$ cat src/rtl/core/pfra_pkg.sv
package pfra_pkg;

    localparam int ANGLE_BITS = 16;
    localparam int ANGLE_DROP = 16 - ANGLE_BITS;
    localparam logic [15:0] ANGLE_MASK = 16'hFFFF << ANGLE_DROP;

    localparam logic [15:0] LOW_D_Q16 = 16'd19661;
    localparam logic [16:0] MAX_FORCE_MAG = 17'd17254;
    localparam logic [16:0] FORCE_CLAMP = 17'd32768;
    localparam logic [15:0] INV_GAIN_Q16 = 16'd39797;
    localparam logic [15:0] MAX_RANGE_RESET = 16'd1600;
    localparam logic [15:0] CENTRE_RESET = 16'd16384;

    localparam int CORDIC_STEPS = 16;
    localparam int XY_W = 36;
    localparam int Z_W = 22;
    localparam int NUM_W = 62;
    localparam int DEN_W = 48;

    localparam logic [1:0] MODE_PROX = 2'd0;
    localparam logic [1:0] MODE_PKT = 2'd1;

    localparam logic REG_MAX_RANGE = 1'b0;
    localparam logic REG_CENTRE = 1'b1;

    typedef struct packed {
        logic        busy;
        logic        sat;
        logic [15:0] quot;
    } div_status_t;

    function automatic logic signed [Z_W-1:0] atan_val(input logic [3:0] i);
        logic signed [Z_W-1:0] v;
        case (i)
            4'd0:    v = 22'sd131072;
            4'd1:    v = 22'sd77376;
            4'd2:    v = 22'sd40884;
            4'd3:    v = 22'sd20753;
            4'd4:    v = 22'sd10417;
            4'd5:    v = 22'sd5213;
            4'd6:    v = 22'sd2607;
            4'd7:    v = 22'sd1304;
            4'd8:    v = 22'sd652;
            4'd9:    v = 22'sd326;
            4'd10:   v = 22'sd163;
            4'd11:   v = 22'sd81;
            4'd12:   v = 22'sd41;
            4'd13:   v = 22'sd20;
            4'd14:   v = 22'sd10;
            default: v = 22'sd5;
        endcase
        return v;
    endfunction

    function automatic logic signed [31:0] sat_add(input logic signed [31:0] a,
                                                   input logic signed [XY_W-1:0] b);
        logic signed [XY_W:0] s;
        logic signed [31:0] r;
        s = $signed({{(XY_W-31){a[31]}}, a}) + $signed({b[XY_W-1], b});
        if (s > $signed({{(XY_W-31){1'b0}}, 32'h7FFFFFFF}))
            r = 32'sh7FFFFFFF;
        else if (s < $signed({{(XY_W-31){1'b1}}, 32'h80000000}))
            r = 32'sh80000000;
        else
            r = s[31:0];
        return r;
    endfunction

endpackage

$ cat src/rtl/core/pfra_mul.sv
module pfra_mul (
    input  logic        clk,
    input  logic [31:0] a,
    input  logic [15:0] b,
    output logic [47:0] p
);
    logic [47:0] p_reg;

    always_ff @(posedge clk)
    begin
        p_reg <= {16'b0, a} * {32'b0, b};
    end

    assign p = p_reg;
endmodule

$ cat src/rtl/core/pfra_div.sv
module pfra_div (
    input  logic                     clk,
    input  logic                     rst_n,
    input  logic                     start,
    input  logic [pfra_pkg::NUM_W-1:0] num,
    input  logic [pfra_pkg::DEN_W-1:0] den,
    output pfra_pkg::div_status_t    status
);
    import pfra_pkg::*;

    logic [NUM_W-1:0] rem_reg, rem_next;
    logic [DEN_W-1:0] den_reg, den_next;
    logic [15:0]      quot_reg, quot_next;
    logic [4:0]       cnt_reg, cnt_next;
    logic             sat_reg, sat_next;
    logic [4:0]       cnt_m1;
    logic [63:0]      shifted;
    logic             fits;

    assign cnt_m1  = cnt_reg - 5'd1;
    assign shifted = {16'b0, den_reg} << cnt_m1[3:0];
    assign fits    = {2'b0, rem_reg} >= shifted;

    always_comb
    begin
        rem_next  = rem_reg;
        den_next  = den_reg;
        quot_next = quot_reg;
        cnt_next  = cnt_reg;
        sat_next  = sat_reg;
        if (start)
        begin
            rem_next  = num;
            den_next  = den;
            quot_next = 16'd0;
            sat_next  = {4'b0, num} >= {2'b0, den, 16'b0};
            cnt_next  = sat_next ? 5'd0 : 5'd16;
        end
        else if (cnt_reg != 5'd0)
        begin
            quot_next = {quot_reg[14:0], fits};
            if (fits)
                rem_next = rem_reg - shifted[NUM_W-1:0];
            cnt_next = cnt_m1;
        end
    end

    always_ff @(posedge clk or negedge rst_n)
    begin
        if (!rst_n)
        begin
            cnt_reg <= 5'd0;
            sat_reg <= 1'b0;
        end
        else
        begin
            cnt_reg <= cnt_next;
            sat_reg <= sat_next;
        end
    end

    always_ff @(posedge clk)
    begin
        rem_reg  <= rem_next;
        den_reg  <= den_next;
        quot_reg <= quot_next;
    end

    assign status.busy = cnt_reg != 5'd0;
    assign status.sat  = sat_reg;
    assign status.quot = quot_reg;

`ifndef NO_ASSERTIONS
    a_sat_no_iter: assert property (@(posedge clk) disable iff (!rst_n)
        (start && {4'b0, num} >= {2'b0, den, 16'b0}) |=> !status.busy)
        else $error("saturated divide still iterating");
    a_cnt_down: assert property (@(posedge clk) disable iff (!rst_n)
        (!start && cnt_reg != 5'd0) |=> cnt_reg == $past(cnt_reg) - 5'd1)
        else $error("divide counter skipped");
    a_start_load: assert property (@(posedge clk) disable iff (!rst_n)
        start |=> (cnt_reg == 5'd16 || cnt_reg == 5'd0))
        else $error("divide start count wrong");
`endif
endmodule

$ cat src/rtl/core/pfra_cordic.sv
module pfra_cordic (
    input  logic                              clk,
    input  logic                              rst_n,
    input  logic                              load,
    input  logic signed [pfra_pkg::XY_W-1:0]  x0,
    input  logic signed [pfra_pkg::Z_W-1:0]   z0,
    output logic                              busy,
    output logic signed [pfra_pkg::XY_W-1:0]  x,
    output logic signed [pfra_pkg::XY_W-1:0]  y
);
    import pfra_pkg::*;

    logic signed [XY_W-1:0] x_reg, x_next, y_reg, y_next, xs, ys;
    logic signed [Z_W-1:0]  z_reg, z_next;
    logic [4:0]             cnt_reg, cnt_next;

    assign xs = x_reg >>> cnt_reg[3:0];
    assign ys = y_reg >>> cnt_reg[3:0];

    always_comb
    begin
        x_next   = x_reg;
        y_next   = y_reg;
        z_next   = z_reg;
        cnt_next = cnt_reg;
        if (load)
        begin
            x_next   = x0;
            y_next   = '0;
            z_next   = z0;
            cnt_next = 5'd0;
        end
        else if (!cnt_reg[4])
        begin
            if (!z_reg[Z_W-1])
            begin
                x_next = x_reg - ys;
                y_next = y_reg + xs;
                z_next = z_reg - atan_val(cnt_reg[3:0]);
            end
            else
            begin
                x_next = x_reg + ys;
                y_next = y_reg - xs;
                z_next = z_reg + atan_val(cnt_reg[3:0]);
            end
            cnt_next = cnt_reg + 5'd1;
        end
    end

    always_ff @(posedge clk or negedge rst_n)
    begin
        if (!rst_n)
            cnt_reg <= 5'd16;
        else
            cnt_reg <= cnt_next;
    end

    always_ff @(posedge clk)
    begin
        x_reg <= x_next;
        y_reg <= y_next;
        z_reg <= z_next;
    end

    assign busy = !cnt_reg[4];
    assign x    = x_reg;
    assign y    = y_reg;
endmodule

$ cat src/rtl/core/potential_field_repulsion_accumulator.sv
// a packet in range runs S_DIST first; an item with no reading goes straight to S_FIN; others
// run S_SQ, S_CUBE, S_CSQ, S_PREP, S_FDIV (the last four skipped when the force is
// clamped or zero), S_SCALE, S_XLD, S_ROT, S_FIN (16-step divides, the force divide none
// if saturated, 16 cordic steps, shared multiplier); s_tready is high only while idle
// a result waits in the output register while the next item is accepted
// reset (rst_n, async low) clears sums, registers to their defaults and the sequencer
module potential_field_repulsion_accumulator (
    input  logic         clk,
    input  logic         rst_n,
    input  logic         psel,
    input  logic         penable,
    input  logic         pwrite,
    input  logic [2:0]   paddr,
    input  logic [31:0]  pwdata,
    output logic [31:0]  prdata,
    output logic         pready,
    input  logic         s_tvalid,
    output logic         s_tready,
    input  logic [31:0]  s_tdata,  // magnitude, bearing
    input  logic [2:0]   s_tuser,  // mode, first
    input  logic         s_tlast,
    output logic         m_tvalid,
    input  logic         m_tready,
    output logic [191:0] m_tdata   // total_x, total_y, prox_x, prox_y, pkt_x, pkt_y
);
    import pfra_pkg::*;

    typedef enum logic [10:0] {
        S_IDLE  = 11'b00000000001,
        S_DIST  = 11'b00000000010,
        S_SQ    = 11'b00000000100,
        S_CUBE  = 11'b00000001000,
        S_CSQ   = 11'b00000010000,
        S_PREP  = 11'b00000100000,
        S_FDIV  = 11'b00001000000,
        S_SCALE = 11'b00010000000,
        S_XLD   = 11'b00100000000,
        S_ROT   = 11'b01000000000,
        S_FIN   = 11'b10000000000
    } state_t;

    state_t state_reg, state_next;

    logic [15:0] max_range_reg, centre_reg;
    logic signed [31:0] prox_x_reg, prox_x_next, prox_y_reg, prox_y_next;
    logic signed [31:0] pkt_x_reg, pkt_x_next, pkt_y_reg, pkt_y_next;
    logic [15:0] d_reg, d_next, bear_reg, bear_next;
    logic        pkt_reg, pkt_next, last_reg, last_next, use_reg, use_next;
    logic [31:0] dd_reg, dd_next;
    logic [47:0] den_reg, den_next;
    logic [16:0] fmag_reg, fmag_next;
    logic        m_tvalid_reg, m_tvalid_next;
    logic [191:0] m_tdata_reg, m_tdata_next;

    logic [31:0] mul_a;
    logic [15:0] mul_b;
    logic [47:0] mul_p;
    logic        div_start;
    logic [NUM_W-1:0] div_num;
    logic [DEN_W-1:0] div_den;
    div_status_t div_st;
    logic        cor_load, cor_busy;
    logic signed [XY_W-1:0] cor_x0, cor_x, cor_y, fx, fy;
    logic signed [Z_W-1:0]  cor_z0;
    logic [15:0] angle;
    logic [35:0] diff;
    logic [15:0] qv;
    logic        wr, accept;

    pfra_mul u_mul (.clk(clk), .a(mul_a), .b(mul_b), .p(mul_p));
    pfra_div u_div (.clk(clk), .rst_n(rst_n), .start(div_start), .num(div_num),
                    .den(div_den), .status(div_st));
    pfra_cordic u_cordic (.clk(clk), .rst_n(rst_n), .load(cor_load), .x0(cor_x0),
                          .z0(cor_z0), .busy(cor_busy), .x(cor_x), .y(cor_y));

    assign pready = 1'b1;
    assign wr     = psel && penable && pwrite;
    assign prdata = (paddr[2] == REG_CENTRE) ? {16'b0, centre_reg} : {16'b0, max_range_reg};

    always_ff @(posedge clk or negedge rst_n)
    begin
        if (!rst_n)
        begin
            max_range_reg <= MAX_RANGE_RESET;
            centre_reg    <= CENTRE_RESET;
        end
        else if (wr)
        begin
            if (paddr[2] == REG_MAX_RANGE)
                max_range_reg <= pwdata[15:0];
            else
                centre_reg <= pwdata[15:0];
        end
    end

    assign s_tready = state_reg == S_IDLE;
    assign accept   = s_tvalid && s_tready;
    assign angle    = bear_reg & ANGLE_MASK;
    assign diff     = {centre_reg_sq_hi(mul_p), 4'b0} - {4'b0, dd_reg};
    assign qv       = div_st.quot;
    assign fx       = cor_x >>> 8;
    assign fy       = cor_y >>> 8;

    function automatic logic [31:0] centre_reg_sq_hi(input logic [47:0] p);
        return p[31:0];
    endfunction

    always_comb
    begin
        state_next    = state_reg;
        prox_x_next   = prox_x_reg;
        prox_y_next   = prox_y_reg;
        pkt_x_next    = pkt_x_reg;
        pkt_y_next    = pkt_y_reg;
        d_next        = d_reg;
        bear_next     = bear_reg;
        pkt_next      = pkt_reg;
        last_next     = last_reg;
        use_next      = use_reg;
        dd_next       = dd_reg;
        den_next      = den_reg;
        fmag_next     = fmag_reg;
        m_tvalid_next = m_tvalid_reg && !m_tready;
        m_tdata_next  = m_tdata_reg;
        mul_a         = {16'b0, d_reg};
        mul_b         = d_reg;
        div_start     = 1'b0;
        div_num       = {16'b0, s_tdata[15:0], 30'b0} >> 14;
        div_den       = {32'b0, max_range_reg};
        cor_load      = 1'b0;
        cor_x0        = -$signed(mul_p[XY_W-1:0]);
        cor_z0        = $signed({2'b0, angle, 4'b0});
        case (angle[15:14])
            2'b01, 2'b10:
            begin
                cor_x0 = $signed(mul_p[XY_W-1:0]);
                cor_z0 = $signed({2'b0, angle, 4'b0}) - 22'sd524288;
            end
            2'b11:   cor_z0 = $signed({2'b0, angle, 4'b0}) - 22'sd1048576;
            default: cor_z0 = $signed({2'b0, angle, 4'b0});
        endcase
        case (state_reg)
            S_IDLE:
            begin
                if (accept)
                begin
                    bear_next = s_tdata[31:16];
                    last_next = s_tlast;
                    if (s_tuser[2])
                    begin
                        prox_x_next = '0;
                        prox_y_next = '0;
                        pkt_x_next  = '0;
                        pkt_y_next  = '0;
                    end
                    if (s_tuser[1:0] == MODE_PROX && s_tdata[15:0] != 16'd0)
                    begin
                        d_next     = 16'd0 - s_tdata[15:0];
                        pkt_next   = 1'b0;
                        use_next   = 1'b1;
                        state_next = S_SQ;
                    end
                    else if (s_tuser[1:0] == MODE_PKT && s_tdata[15:0] < max_range_reg)
                    begin
                        pkt_next   = 1'b1;
                        use_next   = 1'b1;
                        div_start  = 1'b1;
                        state_next = S_DIST;
                    end
                    else
                    begin
                        use_next   = 1'b0;
                        state_next = S_FIN;
                    end
                end
            end
            S_DIST:
            begin
                if (!div_st.busy)
                begin
                    d_next     = qv;
                    state_next = S_SQ;
                end
            end
            S_SQ:
            begin
                if (d_reg < LOW_D_Q16)
                begin
                    fmag_next  = MAX_FORCE_MAG;
                    state_next = S_SCALE;
                end
                else if ({2'b0, d_reg} > {centre_reg, 2'b0})
                begin
                    fmag_next  = 17'd0;
                    state_next = S_SCALE;
                end
                else
                    state_next = S_CUBE;
            end
            S_CUBE:
            begin
                dd_next    = mul_p[31:0];
                mul_a      = mul_p[31:0];
                state_next = S_CSQ;
            end
            S_CSQ:
            begin
                den_next   = mul_p;
                mul_a      = {16'b0, centre_reg};
                mul_b      = centre_reg;
                state_next = S_PREP;
            end
            S_PREP:
            begin
                div_start  = 1'b1;
                div_num    = {1'b0, diff[35:0], 25'b0};
                div_den    = den_reg;
                state_next = S_FDIV;
            end
            S_FDIV:
            begin
                if (!div_st.busy)
                begin
                    if (div_st.sat || {1'b0, qv} > FORCE_CLAMP)
                        fmag_next = FORCE_CLAMP;
                    else
                        fmag_next = {1'b0, qv};
                    state_next = S_SCALE;
                end
            end
            S_SCALE:
            begin
                mul_a      = {15'b0, fmag_reg};
                mul_b      = INV_GAIN_Q16;
                state_next = S_XLD;
            end
            S_XLD:
            begin
                cor_load   = 1'b1;
                state_next = S_ROT;
            end
            S_ROT:
            begin
                if (!cor_busy)
                begin
                    if (pkt_reg)
                    begin
                        pkt_x_next = sat_add(pkt_x_reg, fx);
                        pkt_y_next = sat_add(pkt_y_reg, fy);
                    end
                    else
                    begin
                        prox_x_next = sat_add(prox_x_reg, fx);
                        prox_y_next = sat_add(prox_y_reg, fy);
                    end
                    state_next = S_FIN;
                end
            end
            S_FIN:
            begin
                if (!last_reg)
                    state_next = S_IDLE;
                else if (!m_tvalid_reg || m_tready)
                begin
                    m_tvalid_next = 1'b1;
                    m_tdata_next  = {pkt_y_reg, pkt_x_reg, prox_y_reg, prox_x_reg,
                                     sat_add(prox_y_reg, XY_W'(pkt_y_reg)),
                                     sat_add(prox_x_reg, XY_W'(pkt_x_reg))};
                    state_next    = S_IDLE;
                end
            end
            default: state_next = S_IDLE;
        endcase
    end

    always_ff @(posedge clk or negedge rst_n)
    begin
        if (!rst_n)
        begin
            state_reg    <= S_IDLE;
            prox_x_reg   <= '0;
            prox_y_reg   <= '0;
            pkt_x_reg    <= '0;
            pkt_y_reg    <= '0;
            m_tvalid_reg <= 1'b0;
            last_reg     <= 1'b0;
            pkt_reg      <= 1'b0;
            use_reg      <= 1'b0;
        end
        else
        begin
            state_reg    <= state_next;
            prox_x_reg   <= prox_x_next;
            prox_y_reg   <= prox_y_next;
            pkt_x_reg    <= pkt_x_next;
            pkt_y_reg    <= pkt_y_next;
            m_tvalid_reg <= m_tvalid_next;
            last_reg     <= last_next;
            pkt_reg      <= pkt_next;
            use_reg      <= use_next;
        end
    end

    always_ff @(posedge clk)
    begin
        d_reg       <= d_next;
        bear_reg    <= bear_next;
        dd_reg      <= dd_next;
        den_reg     <= den_next;
        fmag_reg    <= fmag_next;
        m_tdata_reg <= m_tdata_next;
    end

    assign m_tvalid = m_tvalid_reg;
    assign m_tdata  = m_tdata_reg;

`ifndef NO_ASSERTIONS
    a_idle_div: assert property (@(posedge clk) disable iff (!rst_n)
        (state_reg == S_IDLE) |-> !div_st.busy)
        else $error("divider busy while idle");
    a_first_clear: assert property (@(posedge clk) disable iff (!rst_n)
        (accept && s_tuser[2]) |=> (prox_x_reg == 0 && prox_y_reg == 0 &&
                                    pkt_x_reg == 0 && pkt_y_reg == 0))
        else $error("sums not cleared");
    a_out_from_fin: assert property (@(posedge clk) disable iff (!rst_n)
        $rose(m_tvalid) |-> ($past(state_reg == S_FIN) && $past(last_reg)))
        else $error("result without last word");
    a_skip_no_rot: assert property (@(posedge clk) disable iff (!rst_n)
        (state_reg == S_ROT) |-> use_reg)
        else $error("rotation for skipped word");
`endif
endmodule
$ cat config.mk
export PLATFORM = sky130hd
export DESIGN_NAME = potential_field_repulsion_accumulator
export DESIGN_NICKNAME = d
export VERILOG_FILES = /design/src/rtl/core/pfra_pkg.sv /design/src/rtl/core/pfra_mul.sv /design/src/rtl/core/pfra_div.sv /design/src/rtl/core/pfra_cordic.sv /design/src/rtl/core/potential_field_repulsion_accumulator.sv
export SDC_FILE = /design/constraint.sdc
export NUM_CORES = 2
export LEC_CHECK = 0
export ABC_AREA = 0
export BUFFER_PORTS_ARGS = -buffer_cell sky130_fd_sc_hd__buf_2
export CAP_MARGIN = 40
export CORE_AREA = 3 3 389 391
export DETAILED_ROUTE_END_ITERATION = 10
export DIE_AREA = 0 0 392 394
export PLACE_DENSITY = 0.66
export SLEW_MARGIN = 40
export SYNTH_ARGS = -nofsm -noshare
export SYNTH_HDL_FRONTEND = slang
export SYNTH_SLANG_ARGS = --single-unit
$ cat constraint.sdc
create_clock -name clk -period 26.6 [get_ports clk]
set_input_delay 2.66 -clock clk [delete_from_list [all_inputs] [get_ports clk]]
set_output_delay 2.66 -clock clk [all_outputs]
set_load 0.02 [all_outputs]
==> out/metrics.cfg <==
[run_status]
status=completed

[place]
gp_congestion=0.940
hpwl_um=174000
io_buffers=269
postPlaceCellArea_um2=77500

[synth]
async_flop_share_pct=23.9
syn_avg_cell_area_um2=9.15
ys_ff_latch=773
yosysUniqueCellTypes=110
synth_cells=8073
ys_seq_area_share_pct=28.8
synth_flop_cell=edfxtp_1
synth_edf_count=488
synthesis.area_um2=73900
yosys_warnings=0

[global_routing]
grt_pass1_vias=60400
grt_antenna_before_repair=10
grt_max_degree=87
grt-ovfl-total=0
grtUsageTotal_pct=29.0
grt_pass1_wl_um=351000

[setup_path]
slowest_delay_ns=0.58
end_kind=flip-flop
crit_type=flip-flop to flip-flop
cpMostUsedCell=fa_1
crit_family=adder cells
worstPathArrival_ns=10.82
path_max_fanout=49
start_kind=flip-flop
path_buf_inv=6
worstPathRequired_ns=27.22
slowest_stage=fa_1

[hold_path]
hold_path_class=flip-flop to flip-flop

[clock_network]
root_buffer=clkbuf_16
cts_resized=0
clk_path_buf_depth=3
cts_buffers=94
clk_pin_slew_ns=0.06
postCtsSetupRepairBufs=0
clkLatencyLatePin_ns=0.74
cts-htree-levels=3
cts_tree=done
cts_sinks=773
postCtsHoldBufs=0

[floorplanning]
die_h_um=394
core_area_um2=148000
die_area_um2=154000
die_w_um=392
start_util_pct=50.0
boundaryPins=305
rows=141

[final_layout]
syn_to_final_growth_pct=9.65
fin_area_um2=81000
nNetsFinal=9300
largest_reg_flops=192
final_util_pct=54.8
drive_gt1_share_pct=10.6

[timing]
skew_ns=0.0760
period_minus_slack_ns=10.20
fin_tns_setup_ns=0
finalCritPeriodShare_pct=38.4
slew_headroom_pct=38.7
hold_ws_ns=0.403
hold_violations=0
tightestPinTransition_ns=0.910
drv_slew=0
rsz0062_at_grt=no
max_freq_mhz=98.0
setup_viol=0

[routing]
wl_per_cell_um=22.4
drt_iter0_drc=5483
drtAntennaViolNets=0
via_count=61800
viasPerCell=6.04
route.detailed.drc=0
dr.pass1.iters=6
finalWirelength_um=229000

[job]
max-cap-violations=0

-- cells by family after synthesis --
family / after synthesis / synth area share, %
muxes: 322 / 6.27
DFF: 773 / 28.8
adders and majority gates: 1024 / 21.6
AOI/OAI and AO/OA: 1880 / 16.4
buffers and inverters: 1091 / 5.77
other: 2 / 0.0102
xor gates and xnor gates: 497 / 5.90
and+or+nand+nor: 2484 / 15.2
-- cells in the final DEF, fill, tap and decap left out, types with 130 or more instances in the layout --
master	count
o21ai_0	392
buf_2	270
nor2_1	625
inv_1	709
xor2_1	204
xnor2_1	288
fa_1	428
nand2_1	1074
a21oi_1	522
mux2i_1	130
a21o_1	266
edfxtp_1	488
dfrtp_1	174
nand3_1	137
ha_1	581
-- per-stage QoR --
stage / setup slack, ns / std cells
final: 16.40 / 10200
after global routing: 15.77 / 10200
after CTS: 16.60 / 10200
after detailed placement: 16.67 / 10000
after global placement: 16.71 / 10000
after floorplan: 14.61 / 8088
-- final cells by class --
class,count,area [µm²]
sequential,773,21300
clock buffer,110,2480
multi-input combinational,6224,48700
antenna,5,12.5
timing repair buffer,402,2440
inverter,716,2690
fill,13400,66800
tap,1930,2410
clock inverter,68,1000
-- per-layer routing --
| layer | share of wire [%] | track usage (%) | wire, µm | vias up |
|---|---|---|---|---|
| li1 | - | - | - | 28600 |
| met1 | 42 | 38.8 | 95500 | 30200 |
| met2 | 46 | 46.9 | 106000 | 2439 |
| met3 | 7.7 | 5.11 | 17700 | 494 |
| met4 | 4.3 | 11.3 | 9820 | 6 |
| met5 | 0.025 | 0 | 57 | - |
-- synthesized netlist by cell type (130+ instances only) --
cell	count	area [µm²]
clkbuf_1	278	1040
a21oi_1	523	2620
xor2_1	206	1800
nand3_1	137	686
dfrtp_1	179	4480
xnor2_1	290	2540
fa_1	428	8570
nor2_1	626	2350
edfxtp_1	488	14700
mux2i_1	130	1300
a21o_1	267	2000
nand2_1	1077	4040
inv_1	712	2670
o21ai_0	395	1980
ha_1	583	7290
-- path summary, 6_finish.rpt --
path / startpoint / endpoint / slack (ns) / depth (start not counted)
min: u_mul.p[47] / den_reg[47] / 0.40 / 0
max reg2reg: state_reg[8] / u_mul.p[44] / 16.40 / 33
max: state_reg[8] / u_mul.p[44] / 16.40 / 33
max in group asynchronous: rst_n / m_tvalid / 23.50 / 2
min reg2reg: u_mul.p[47] / den_reg[47] / 0.40 / 0
min in group asynchronous: rst_n / prox_y_reg[5] / 1.91 / 1
Power is left out: the tool's default activity adds up to more than one toggle a clock period on the data nets, which glitch-free logic cannot reach.
